## src/rtl/quaternion_rotate_vector_macros.svh

```systemverilog
// ----------------------------------------------------------------------------
// Quaternion rotate vector assertion macros
// Shared concurrent assertion forms used by the rotation block.
// ----------------------------------------------------------------------------
`ifndef QUATERNION_ROTATE_VECTOR_MACROS_SVH
`define QUATERNION_ROTATE_VECTOR_MACROS_SVH

// Same-cycle implication, checked while out of reset.
`define QRV_ASSERT_NOW(lbl, clk, rst, ante, cons) \
  lbl: assert property (@(posedge clk) disable iff (rst) (ante) |-> (cons)) \
    else $error("quaternion_rotate_vector: assertion failed");

// Next-cycle implication, checked while out of reset.
`define QRV_ASSERT_NEXT(lbl, clk, rst, ante, cons) \
  lbl: assert property (@(posedge clk) disable iff (rst) (ante) |=> (cons)) \
    else $error("quaternion_rotate_vector: assertion failed");

`endif

```

## src/rtl/qrv_pkg.sv

```systemverilog
// ----------------------------------------------------------------------------
// Quaternion rotate vector package
// Widths, payload types and the final round and saturate function.
// ----------------------------------------------------------------------------
package qrv_pkg;

  localparam int QW        = 16;  // component width of quaternion and vector
  localparam int PW        = 2 * QW;  // width of a first-half product
  localparam int MW        = PW + 1;  // width of a first-half sum
  localparam int FW        = QW + MW; // width of a second-half product
  localparam int SW        = 52;  // width of a final exact sum
  localparam int RND_SHIFT = 28;  // scale of a final sum
  localparam int RW        = SW - RND_SHIFT;

  localparam logic signed [SW-1:0] RND_BIAS = SW'(64'sd1 <<< (RND_SHIFT - 1));
  localparam logic signed [RW-1:0] SAT_MAX  = RW'(32'sd32767);
  localparam logic signed [RW-1:0] SAT_MIN  = RW'(-32'sd32768);

  typedef struct packed {
    logic signed [QW-1:0] x;
    logic signed [QW-1:0] y;
    logic signed [QW-1:0] z;
    logic signed [QW-1:0] w;
  } quat_t;

  typedef struct packed {
    logic signed [QW-1:0] x;
    logic signed [QW-1:0] y;
    logic signed [QW-1:0] z;
  } vec_t;

  // Intermediate quaternion: d is the dot product (the negated scalar part).
  typedef struct packed {
    logic signed [MW-1:0] d;
    logic signed [MW-1:0] ux;
    logic signed [MW-1:0] uy;
    logic signed [MW-1:0] uz;
  } mid_t;

  // Final exact sums with the rounding bias already added.
  typedef struct packed {
    logic signed [SW-1:0] x;
    logic signed [SW-1:0] y;
    logic signed [SW-1:0] z;
  } wide_t;

  typedef struct packed {
    logic signed [QW-1:0] val;
    logic                 sat;
  } sat_t;

  // Floor shift of a biased sum, then clip to the 16-bit range.
  function automatic sat_t round_sat(input logic signed [SW-1:0] t);
    logic signed [RW-1:0] q;
    sat_t                 r;
    q = RW'(t >>> RND_SHIFT);
    if (q > SAT_MAX) begin
      r.val = QW'(SAT_MAX);
      r.sat = 1'b1;
    end else if (q < SAT_MIN) begin
      r.val = QW'(SAT_MIN);
      r.sat = 1'b1;
    end else begin
      r.val = QW'(q);
      r.sat = 1'b0;
    end
    return r;
  endfunction

endpackage

```

## src/rtl/qrv_sat.sv

```systemverilog
// ----------------------------------------------------------------------------
// Round and saturate output stage
// Shifts the biased sums down, clips them, and holds the result register.
// ----------------------------------------------------------------------------
module qrv_sat (
  input  logic                        clk,
  input  logic                        rst,
  input  logic                        in_valid,
  output logic                        in_stall,
  input  qrv_pkg::wide_t              in_sum,
  output logic                        out_valid,
  input  logic                        out_stall,
  output logic signed [qrv_pkg::QW-1:0] out_x,
  output logic signed [qrv_pkg::QW-1:0] out_y,
  output logic signed [qrv_pkg::QW-1:0] out_z,
  output logic                        out_sat
);

  logic          v;
  logic          adv;
  qrv_pkg::sat_t sx, sy, sz;

  assign adv       = !v || !out_stall;
  assign in_stall  = !adv;
  assign out_valid = v;

  always_comb begin
    sx = qrv_pkg::round_sat(in_sum.x);
    sy = qrv_pkg::round_sat(in_sum.y);
    sz = qrv_pkg::round_sat(in_sum.z);
  end

  always_ff @(posedge clk) begin
    if (rst) begin
      v <= 1'b0;
    end else if (adv) begin
      v <= in_valid;
    end
  end

  always_ff @(posedge clk) begin
    if (adv && in_valid) begin
      out_x   <= sx.val;
      out_y   <= sy.val;
      out_z   <= sz.val;
      out_sat <= sx.sat | sy.sat | sz.sat;
    end
  end

endmodule

```

## config.mk

```make
export PLATFORM = sky130hd
export DESIGN_NAME = qrv_sat
export DESIGN_NICKNAME = d
export VERILOG_FILES = /design/src/rtl/quaternion_rotate_vector_macros.svh /design/src/rtl/qrv_pkg.sv /design/src/rtl/qrv_sat.sv
export SDC_FILE = /design/constraint.sdc
export NUM_CORES = 1
export LEC_CHECK = 0
export ABC_AREA = 1
export BUFFER_PORTS_ARGS = -buffer_cell sky130_fd_sc_hd__buf_2
export CAP_MARGIN = 20
export CORE_AREA = 2 2 82 84
export CTS_BUF_LIST = sky130_fd_sc_hd__clkbuf_8
export CTS_CLUSTER_SIZE = 24
export DETAILED_ROUTE_END_ITERATION = 8
export DIE_AREA = 0 0 84 86
export GPL_ROUTABILITY_DRIVEN = 0
export GPL_TIMING_DRIVEN = 0
export PLACE_DENSITY = 0.76
export SKIP_CTS_REPAIR_TIMING = 1
export SYNTH_ARGS = -nofsm -noshare
export SYNTH_HDL_FRONTEND = slang
export SYNTH_SLANG_ARGS = --single-unit
```

## constraint.sdc

```tcl
create_clock -name clk -period 3.7 [get_ports clk]
set_input_delay 0.37 -clock clk [delete_from_list [all_inputs] [get_ports clk]]
set_output_delay 0.37 -clock clk [all_outputs]
set_load 0.03 [all_outputs]
```

==> results of run 1 <==
metrics by stage:
| stage | hold slack (ns) | instances | worst slack (ns) |
|---|---|---|---|
| final | 0.222 | 419 | 2.14 |
| after global routing | 0.212 | 419 | 2.04 |
| after CTS | 0.211 | 419 | 2.11 |
| after detailed placement | 0.473 | 411 | 1.95 |
| after global placement | 0.455 | 410 | -0.209 |
| after floorplan | 0.439 | 207 | 0.495 |
layout by cell type, fill, tap and decap left out, types with 2 or more instances in the layout:
cell	n
a21oi_2	2
buf_2	126
buf_6	5
clkbuf_1	3
clkbuf_8	5
edfxtp_1	49
inv_1	21
nand2_1	19
nor2_1	75
nor2_2	8
nor2_4	5
o21ai_0	15
cells by family (layout without fill, tap and decap cells):
family / Yosys count / in the layout / share of synthesized area, %
buf+inv: 30 / 165 / 6.93
flops: 50 / 50 / 67.2
compound gates: 19 / 19 / 5.13
simple gates: 108 / 108 / 20.8
worst max-delay path by stage:
stage,start,end,slack (ns),cells past startpoint
2_1_floorplan,out_valid,out_sat,0.49,3
3_3_place_gp,out_stall,out_y[5],-0.21,4
3_5_place_dp,out_stall,out_y[5],1.95,5
4_1_cts,out_valid,out_y[6],2.11,4
5_1_grt,out_valid,out_x[5],2.04,4
6_report,out_valid,out_y[0],2.14,4
final cells by class:
cell class                      instances  area (sq um)  share of cell area, %
Multi-Input combinational cell        127           583                   18.9
Timing Repair Buffer                  127           651                   21.1
Clock inverter                          3          41.3                   1.34
Sequential cell                        50          1490                   48.3
Tap cell                               77          96.3                   3.12
Inverter                               21          78.8                   2.55
Buffer                                  9          75.1                   2.43
Clock buffer                            5          68.8                   2.23
registers in the layout, summed over array words and instances, names as in the netlist:
register / count
out_z: 16
out_valid: 1
out_y: 16
out_sat: 1
out_x: 16
routing by layer:
layer | global-route usage (%) | vias up | routed length, um | share of wire (%)
li1 | - | 933 | - | -
met1 | 16.4 | 833 | 2030 | 41
met2 | 24.0 | 89 | 2450 | 49
met3 | 4.62 | 4 | 447 | 9.0
met4 | 4.40 | 0 | 56 | 1.1
met5 | 0 | - | 0 | 0
power groups by stage:
stage	sequential (mW)	clock [mW]	combinational (mW)
2_1_floorplan	0.764	0	0.0676
3_3_place_gp	0.690	0	0.228
3_5_place_dp	0.688	0	0.238
4_1_cts	0.676	0.390	0.238
5_1_grt	0.679	0.412	0.257
6_report	0.675	0.378	0.235
==> results by stage, run 1 <==
Clock tree:
- For this design, the sink count on the clock tree is 50.
- The clock insertion delay at the later pin of the skew report is 0.29 ns.
- TritonCTS built the clock tree.
- CTS placed an instance of clkbuf_8 at the clock tree root.
- No sink is reached through more buffers than the 2 on the longest clock path.
- The number of buffers inserted during clock tree synthesis is 5.
- The CTS clock-pin slew for the worst setup and hold paths is 0.09 ns.
- The H-tree was split into 2 levels.

Yosys:
- The count of warnings emitted by yosys is 0.
- The number of enable flip-flop cells after synthesis is 49.
- The most used standard cell by instance count after synthesis is nor2_1.
- After synthesis, the share of flip-flops with an asynchronous set or reset is 0%.
- Sorting the synthesized cells by area gives the leading types as edfxtp_1, nor2_1, inv_1.
- The average size of a mapped cell is 10.7 sq um.
- The synthesized design devotes to its leading area cell type 66.3% of total area.
- Of the synthesized area, sequential elements account for 67.2%.
- The net count after synthesis is 367.
- The most frequently used flop master after synthesis is edfxtp_1.
- In the synthesized netlist, the cells that appear most often are nor2_1, edfxtp_1, inv_1.
- The number of flip-flops and latches in the synthesized netlist is 50.
- In this run the cell area of the synthesized design comes to 0.00222 sq mm.
- The count of distinct cell types in the synthesized netlist is 16.
- The cell count after synthesis came out at 207.
- The post-synthesis cell type with the largest combined area is edfxtp_1.

Pwr:
- The share of total power consumed by net switching is 26.5%.
- The highest ir drop seen on vdd is 0.000188 V.
- The share of total power dissipated in sequential elements is 52.4%.
- In this run the power density over the cells is 417 mW/mm^2.
- The proportion of power drawn by the clock network is 29.3%.
- For this design the static power due to leakage is 1.42 nW.
- Summing internal, switching and leakage power gives 1.29 mW.
- Combinational logic is responsible for 18.2% of the overall power.
- The internal power of the cells totals 0.946 mW.
- Summed over all nets, the switching power comes to 0.342 mW.

STA:
- The count of final hold-check violations was 0.
- The final critical path takes up 42.1% of the cycle.
- Setup violations remaining at the end of the flow were counted as 0.
- At the pin with the least slew margin, the transition time is 0.657 ns.
- The headroom to the max-slew limit is 56.1%.
- The final setup TNS is 0 ns.
- The highest achievable clock rate is 642 MHz.
- The final clock skew is 0.00254 ns.
- The max-slew violation count is 0.
- For the finished layout, the period the worst path requires is 1.56 ns.
- Setup repair after global routing left no endpoint under its margin.

Setup path:
- The critical path required time is 3.70 ns.
- Grouping stages by cell kind, the critical path spends the most delay in simple AND/OR/NAND/NOR gates.
- The cell with the biggest individual delay on the critical path is nor2_4.
- STA classifies the critical path endpoint as a register.
- The critical path class is register to register.
- The kind of start point of the critical path is a register.
- In this run the worst path has a maximum fanout of 29.
- The signal on the critical path passes through nand2_1 > inv_1 > nor2_4 > buf_12.
- The start of the worst register-to-register path is out_valid.
- The setup slack on the worst flop-to-flop path is 2.14 ns.
- Measured in cells, the most critical reg-to-reg path has a length of 4.
- The largest single stage delay on the critical path is 0.51 ns.
- The destination of the worst register-to-register timing path is out_y[0].
- For the worst setup path, the data arrival time is 1.56 ns.
- The critical path contains buffers and inverters numbering 2 combined.

Finish:
- 0 antenna diodes ended up in the layout.
- From synthesis to final layout, the design area changed by 38.9%.
- At the end of the flow the core is filled with cells to 49.2%.
- The final net count is 501.
- The total of fill cells in the finished design is 594.
- The post-route netlist has 46.2% of its cells at a drive strength greater than 1.
- The cell area after layout is 0.00309 sq mm.

Detailed routing:
- Summing over every cut layer, the via total after detailed routing is 1859.
- Wires add up to 4980 um.
- The detail route stage leaves a number of antenna-violating nets equal to 0.
- In this run, the number of DRC markers left after iteration 0 of detailed routing was 81.
- The via-per-instance ratio is 4.44.
- The total iterations of the first detailed-routing run is 4.
- Dividing the detail-routed wire length by the instance count gives 11.9 um.
- After detailed routing, the number of remaining DRC violations is 0.

Global routing:
- The global route total overflow is 0.
- The number of antenna violations at the first check in global routing is 0.
- The global-route wire length before repair is 7950 um.
- Entering global routing, the biggest net connects 30 pins.
- Global routing used 13.9% of the available tracks.
- The number of global-route vias before repair is 1776.

Floorplanning:
- The number of ports placed on the die boundary is 211.
- The cell row count is 29.
- The area of the placeable core is 0.00628 sq mm.
- The die area is 0.00722 sq mm.
- The initial utilization of the core area, before any placement, comes to 35.4%.
- The floorplan step set the die width to 84 um.
- The die height is 86 um.

Min path:
- The worst-case hold path end point is out_valid.
- The critical hold path startpoint is rst.
- The worst hold path was traced through 2 stages.
- The worst hold-check path type is primary input to register.

Placed design:
- The cell area after placement is 0.00298 sq mm.
- The HPWL after detailed placement is 3930 um.
- The number of buffer cells added on primary ports is 126.

Flow run:
- The number of max-capacitance violations reported is 0.

Status:
- The flow ran to the end, and the final reports show no timing, DRC or antenna violations.
No activity file was read; power rests on OpenSTA's default activity.
==> run 2, diff against run 1 <==
CORE_AREA = not set   (was 2 2 82 84)
CORE_MARGIN = 2   (was not set)
CORE_UTILIZATION = 34   (was not set)
DIE_AREA = not set   (was 0 0 84 86)
PLACE_DENSITY = 0.77   (was 0.76)
clock period = 1.33 ns   (was 3.7 ns; I/O delays follow)
==> run 2 against run 1 <==
Register-to-register slack worse by 2.0 ns. Die area down 0.41%. Cell count increased by 0.95%. Global-route usage increased by 0.14 points. Sequential cell count is the same. Combinational power increased to 2.9 times the previous value. Non-clock buffer count rose by 4. Worst setup slack worse by 2.0 ns. Largest power group unchanged. Highest routed layer unchanged.
==> results by stage, run 2 (synthesized netlist as in run 1, its figures left out) <==
Detailed routing:
- The final routed DRC violation total is 0 (unchanged).
- The antenna violation net count after detailed routing is 0 (unchanged).
- The total iterations of the first detailed-routing run is 4 (unchanged).
- The number of DRC markers after the initial detailed-route iteration came to 36 (was 81).
- The via-per-instance ratio is 4.42 (was 4.44).
- The routed length per placed instance came to 12.0 um (was 11.9 um).
- The total via count in the routed design is 1870 (was 1859).
- The final wirelength was 5090 um (was 4980 um).

Setup path:
- The critical path required time is 1.32 ns (was 3.70 ns).
- The top cell family by delay on the critical path is flip-flops (was simple AND/OR/NAND/NOR gates).
- The cell with the biggest individual delay on the critical path is dfxtp_4 (was nor2_4).
- The critical path class was register to register (unchanged).
- The critical path data arrival time came to 1.18 ns (was 1.56 ns).
- The critical-path maximum fanout is 15 (was 29).
- Critical-path cell list: nand2_4 > inv_6 > nor2_4 > buf_4 (was nand2_1 > inv_1 > nor2_4 > buf_12).
- The kind of start point of the critical path is a register (unchanged).
- The sum of buffers and inverters on the critical path is 2 (unchanged).
- The type of destination of the critical path is a register (unchanged).
- The delay of the slowest cell on the worst path was 0.36 ns (was 0.51 ns).

STA:
- The final period utilization is 89.5% (was 42.1%).
- The headroom to the max-slew limit came to 78.0% (was 56.1%).
- The max-slew violation count is 0 (unchanged).
- The number of setup violations in the final report is 0 (unchanged).
- The final setup TNS is 0 ns (unchanged).
- The count of final hold-check violations came to 0 (unchanged).
- The measured slew at the worst slew-check pin is 0.330 ns (was 0.657 ns).
- The setup slack after layout is 0.139 ns (was 2.14 ns).
- The minimum period implied by the final worst setup slack came to 1.19 ns (was 1.56 ns).
- The final clock skew is 0.00409 ns (was 0.00254 ns).
- The highest achievable clock rate is 840 MHz (was 642 MHz).
- RSZ-0062 raised after global routing: false (unchanged).

Floorplanning:
- The die height is 84.8 um (was 86 um).
- The initial core utilization came to 35.0% (was 35.4%).
- The cell row count was 29 (unchanged).
- The die width came to 84.8 um (was 84 um).
- The die area was 0.00719 sq mm (was 0.00722 sq mm).
- The area of the placeable core came to 0.00635 sq mm (was 0.00628 sq mm).
- The number of ports placed on the die boundary came to 211 (unchanged).

Pwr:
- The net switching power of the design came to 0.956 mW (was 0.342 mW).
- The logic gate share of total power came to 18.7% (was 18.2%).
- The leakage component of the power is 1.44 nW (was 1.42 nW).
- The internal power is 2.64 mW (was 0.946 mW).
- The share of total power consumed by net switching is 26.6% (was 26.5%).
- The highest ir drop seen on vdd is 0.000593 V (was 0.000188 V).
- The power density over the cells is 1150 mW/mm^2 (was 417 mW/mm^2).
- The sequential group share of total power came to 52.1% (was 52.4%).
- The proportion of power drawn by the clock network is 29.2% (was 29.3%).
- The total power of the final layout is 3.60 mW (was 1.29 mW).

Clock tree:
- The clock tree from TritonCTS is yes (unchanged).
- The number of buffers inserted during clock tree synthesis came to 5 (unchanged).
- The CTS clock-pin slew for the worst setup and hold paths is 0.09 ns (about the same).
- The H-tree depth is 2 (unchanged).
- The clock net sink count is 50 (unchanged).
- The CTS root buffer is clkbuf_8 (unchanged).
- The clock insertion delay at the later pin of the skew report is 0.29 ns (about the same).
- The worst-case clock buffer depth is 2 (unchanged).

Placed design:
- The number of buffer cells added on primary ports is 126 (unchanged).
- The HPWL after detailed placement was 3960 um (was 3930 um).
- The cell area after placement is 0.00299 sq mm (was 0.00298 sq mm).
- The worst setup slack after placement came to -0.230 ns (was 1.95 ns).

Finish:
- The antenna diode count is 0 (unchanged).
- The area growth from synthesis to final layout is 41.1% (was 38.9%).
- The combined area of the multi-input logic cells is 591 sq um (was 583 sq um).
- Commonest non-fill, non-tap cells in the layout: buf_2, nor2_1, edfxtp_1, inv_1, nand2_1 (unchanged).
- The cell area after layout is 0.00313 sq mm (was 0.00309 sq mm).
- The total of fill cells in the finished design is 594 (unchanged).
- The commonest non-fill, non-tap cell in the layout is buf_2 (unchanged).
- Leading registers by flop count: out_x x16, out_y x16, out_z x16 (unchanged).
- The final net count is 505 (was 501).
- The area occupied by registers was 0.00150 sq mm (was 0.00149 sq mm).
- The fraction of layout instances using a drive strength above 1 came to 47.4% (was 46.2%).

Global routing:
- The number of global-route vias before repair is 1787 (was 1776).
- The maximum number of pins on one net before global-route repair is 32 (was 30).
- The global route total overflow is 0 (unchanged).
- The global-route wire length before repair is 7980 um (was 7950 um).
- The overall routing resource usage is 14.0% (was 13.9%).
- The number of antenna violations at the first check in global routing is 0 (unchanged).

Flow run:
- The number of max-capacitance violations reported is 0 (unchanged).

Min path:
- The worst hold-check path type is primary input to register (unchanged).

Status:
- Outcome: finished clean (unchanged).
[run 2: tightest hold or removal path: stages]
cell and delay (ns):
buf_2 0.12, nand2_4 0.07, a21oi_1 0.06
[run 2: metrics by stage]
step | utilization, % | instances | hold WS [ns]
after global placement | 46.8 | 410 | 0.278
after CTS | 48.8 | 419 | -0.0354
after detailed placement | 47.1 | 411 | 0.295
after floorplan | - | 207 | 0.192
after global routing | 49.4 | 423 | 0.106
final | 49.4 | 423 | 0.118
[run 2: worst paths after layout]
check / startpoint / end / slack (ns) / depth (start not counted)
worst max-delay path: out_valid / out_z[6] / 0.14 / 4
worst min register to register: out_valid / out_valid / 0.54 / 2
worst min-delay path: out_stall / out_valid / 0.12 / 3
worst max register to register: out_valid / out_z[6] / 0.14 / 4
[run 2: routing by layer]
layer  track usage [%]  vias up  wire length (um)
met1              17.0      827              2100
met5                 0        -                 0
li1                  -      941                 -
met4              5.63        0               130
met3              5.06       11               493
met2              22.8       91              2370
[run 2: final cells by class]
type | instances | share of cell area [%]
plain buffers | 9 | 2.40
clock buffers | 5 | 2.20
clock inverters | 3 | 1.32
inverters | 21 | 2.67
multi-input cells | 127 | 18.8
flip-flops and latches | 50 | 47.7
well taps | 77 | 3.07
repair buffers | 131 | 21.8
[run 2: power groups by stage]
stage          registers [mW]  clock network (mW)  logic [mW]
2_1_floorplan            2.12                   0       0.194
3_3_place_gp             1.91                   0       0.642
3_5_place_dp             1.91                   0       0.668
4_1_cts                  1.88                1.09       0.669
5_1_grt                  1.89                1.15       0.732
6_report                 1.87                1.05       0.672
==> run 3, diff against run 2 <==
--- a/config.mk
+++ b/config.mk
@@ -16,6 +16,5 @@
 export GPL_ROUTABILITY_DRIVEN = 0
 export GPL_TIMING_DRIVEN = 0
-export PLACE_DENSITY = 0.77
-export SKIP_CTS_REPAIR_TIMING = 1
+export PLACE_DENSITY = 0.87
 export SYNTH_ARGS = -nofsm -noshare
 export SYNTH_HDL_FRONTEND = slang
==> constraint.sdc (replaced) <==
create_clock -name clk -period 1.33 [get_ports clk]
set_input_delay 0.133 -clock clk [delete_from_list [all_inputs] [get_ports clk]]
set_output_delay 0.133 -clock clk [all_outputs]
set_load 0.005 [all_outputs]
==> run 3 against run 2 <==
Sequential cell count unchanged. Critical path depth unchanged. Critical path type unchanged. Worst hold slack worse by 0.028 ns. First-iteration DRC count up 47%. Clock power about the same. Maximum frequency up 4.6%. Sequential power about the same. Count of clock-buffer cells in the layout unchanged. Combinational power down 29%. Largest power group unchanged. Sequential share of layout area up 0.13 points. Largest cell class unchanged. Routed wire length up 0.61%.
==> results by stage, run 3 (synthesized netlist as in run 1, its figures left out) <==
Status:
- Outcome: finished clean (unchanged).

Min path:
- The worst hold-check path type is primary input to register (unchanged).
- The critical hold path startpoint was out_stall (unchanged).

Setup path:
- The critical path required time is 1.34 ns (was 1.32 ns).
- The start of the worst register-to-register path is out_valid (unchanged).
- The type of destination of the critical path is a register (unchanged).
- The setup slack on the worst flop-to-flop path is 0.19 ns (was 0.14 ns).
- The critical-path maximum fanout is 29 (was 15).
- The critical path data arrival time is 1.14 ns (was 1.18 ns).
- The origin of the worst setup path is out_valid (unchanged).
- The critical path class is register to register (unchanged).
- The kind of start point of the critical path was a register (unchanged).

STA:
- The final period utilization came to 85.6% (was 89.5%).
- The final clock skew is 0.00651 ns (was 0.00409 ns).
- RSZ-0062 raised after global routing: false (unchanged).
- The max-slew violation count is 0 (unchanged).
- The headroom to the max-slew limit was 75.0% (was 78.0%).
- The measured slew at the worst slew-check pin is 0.375 ns (was 0.330 ns).
- The minimum period implied by the final worst setup slack is 1.14 ns (was 1.19 ns).
- The number of setup violations in the final report was 0 (unchanged).
- The count of final hold-check violations is 0 (unchanged).
- The highest achievable clock rate is 878 MHz (was 840 MHz).
- The hold slack is 0.0895 ns (was 0.118 ns).

Global routing:
- The overall routing resource usage was 14.3% (was 14.0%).
- The global-route wire length before repair is 7970 um (was 7980 um).
- The number of antenna violations at the first check in global routing is 0 (unchanged).
- The global route total overflow is 0 (unchanged).
- The maximum number of pins on one net before global-route repair came to 30 (was 32).
- The number of global-route vias before repair was 1782 (was 1787).

Clock tree:
- The worst-case clock buffer depth came to 2 (unchanged).
- The CTS root buffer is clkbuf_8 (unchanged).
- The clock insertion delay at the later pin of the skew report is 0.30 ns (was 0.29 ns).
- The H-tree depth is 2 (unchanged).
- The clock net sink count is 50 (unchanged).
- The number of buffers inserted during clock tree synthesis is 5 (unchanged).
- The CTS clock-pin slew for the worst setup and hold paths is 0.09 ns (about the same).
- The clock tree from TritonCTS is yes (unchanged).

Placed design:
- The cell area after placement is 0.00298 sq mm (was 0.00299 sq mm).
- The number of buffer cells added on primary ports is 126 (unchanged).
- The HPWL after detailed placement is 3880 um (was 3960 um).

Finish:
- The total of fill cells in the finished design is 592 (was 594).
- Leading registers by flop count: out_x x16, out_y x16, out_z x16 (unchanged).
- The final net count came to 504 (was 505).
- The antenna diode count came to 0 (unchanged).
- The cell area after layout is 0.00312 sq mm (was 0.00313 sq mm).
- The area occupied by registers is 0.00149 sq mm (was 0.00150 sq mm).
- Commonest non-fill, non-tap cells in the layout: buf_2, nor2_1, edfxtp_1, inv_1, nand2_1 (unchanged).
- The area growth from synthesis to final layout is 40.5% (was 41.1%).
- The commonest non-fill, non-tap cell in the layout is buf_2 (unchanged).
- The combined area of the multi-input logic cells was 597 sq um (was 591 sq um).
- The fraction of layout instances using a drive strength above 1 is 47.5% (was 47.4%).

Detailed routing:
- The final wirelength is 5120 um (was 5090 um).
- The total via count in the routed design is 1858 (was 1870).
- The final routed DRC violation total is 0 (unchanged).
- The total iterations of the first detailed-routing run is 4 (unchanged).
- The routed length per placed instance came to 12.1 um (was 12.0 um).
- The number of DRC markers after the initial detailed-route iteration was 53 (was 36).
- The antenna violation net count after detailed routing is 0 (unchanged).
- The via-per-instance ratio is 4.40 (was 4.42).

Floorplanning:
- The die height is 84.8 um (unchanged).
- The die area was 0.00719 sq mm (unchanged).
- The die width is 84.8 um (unchanged).
- The area of the placeable core is 0.00635 sq mm (unchanged).
- The number of ports placed on the die boundary was 211 (unchanged).
- The initial core utilization is 35.0% (unchanged).
- The cell row count is 29 (unchanged).

Flow run:
- The number of max-capacitance violations reported is 0 (unchanged).

Pwr:
- The total power of the final layout came to 3.43 mW (was 3.60 mW).
- The power density over the cells came to 1100 mW/mm^2 (was 1150 mW/mm^2).
- The leakage component of the power is 1.43 nW (was 1.44 nW).
- The highest ir drop seen on vdd came to 0.000498 V (was 0.000593 V).
==> run 3: cell count changes in the layout (fill, tap and decap cells not counted), sizes merged <==
cell / previous run / this run
buf: 136 / 134
clkinv: 0 / 1
clkinvlp: 1 / 0
nor2: 88 / 89
==> run 3: routing by layer <==
| layer | vias to the layer above | wire length, um | global-route usage [%] | share of wire, % |
|---|---|---|---|---|
| met5 | - | 0 | 0 | 0 |
| met4 | 0 | 93 | 4.76 | 1.8 |
| met3 | 7 | 398 | 4.18 | 7.8 |
| met2 | 87 | 2480 | 24.5 | 48 |
| met1 | 823 | 2160 | 17.3 | 42 |
| li1 | 941 | - | - | - |
==> run 3: power by group <==
group          internal [mW]  switching (mW)  total (mW)
sequential              1.85          0.0250        1.88
clock                  0.564           0.507        1.07
combinational          0.230           0.250       0.479
total                   2.65           0.781        3.43
==> run 3: worst max-delay path: stages, from the launching register on <==
cell and delay, ns:
dfxtp_2 0.33, nand2_2 0.08, inv_2 0.08, nor2_4 0.14, buf_12 0.21
==> run 3: cell type report <==
type                    count  area share (%)
multi-input cells         128            19.1
clock buffers               5            2.21
well taps                  77            3.09
plain buffers               9            2.41
repair buffers            129            21.4
flip-flops and latches     50            47.8
inverters                  21            2.53
clock inverters             3            1.40
==> run 3: what timing repair did <==
action | 4_1_cts | 5_1_grt
setup buffers | 1 | 0
endpoints found under the setup margin | 49 | 10
pin swaps | 1 | 0
gates cloned | 1 | 0
hold buffers | 1 | 0
endpoints found under the hold margin | 1 | 0
resized for setup | 0 | 1
==> run 3: final timing paths <==
kind | to | depth (start not counted)
setup / recovery | out_y[3] | 4
hold / removal | out_valid | 3
setup reg to reg | out_y[3] | 4
hold reg to reg | out_valid | 2
==> run 3: metrics by stage <==
| step | TNS [ns] | utilization, % | std cells | setup slack (ns) |
|---|---|---|---|---|
| 3_3_place_gp | -24.77 | 46.6 | 410 | -0.509 |
| 4_1_cts | 0 | 49.1 | 422 | 0.0198 |
| 3_5_place_dp | -8.35 | 46.9 | 411 | -0.260 |
| 5_1_grt | 0 | 49.1 | 422 | 0.111 |
| 2_1_floorplan | -12.21 | - | 207 | -0.249 |
| 6_report | 0 | 49.1 | 422 | 0.191 |
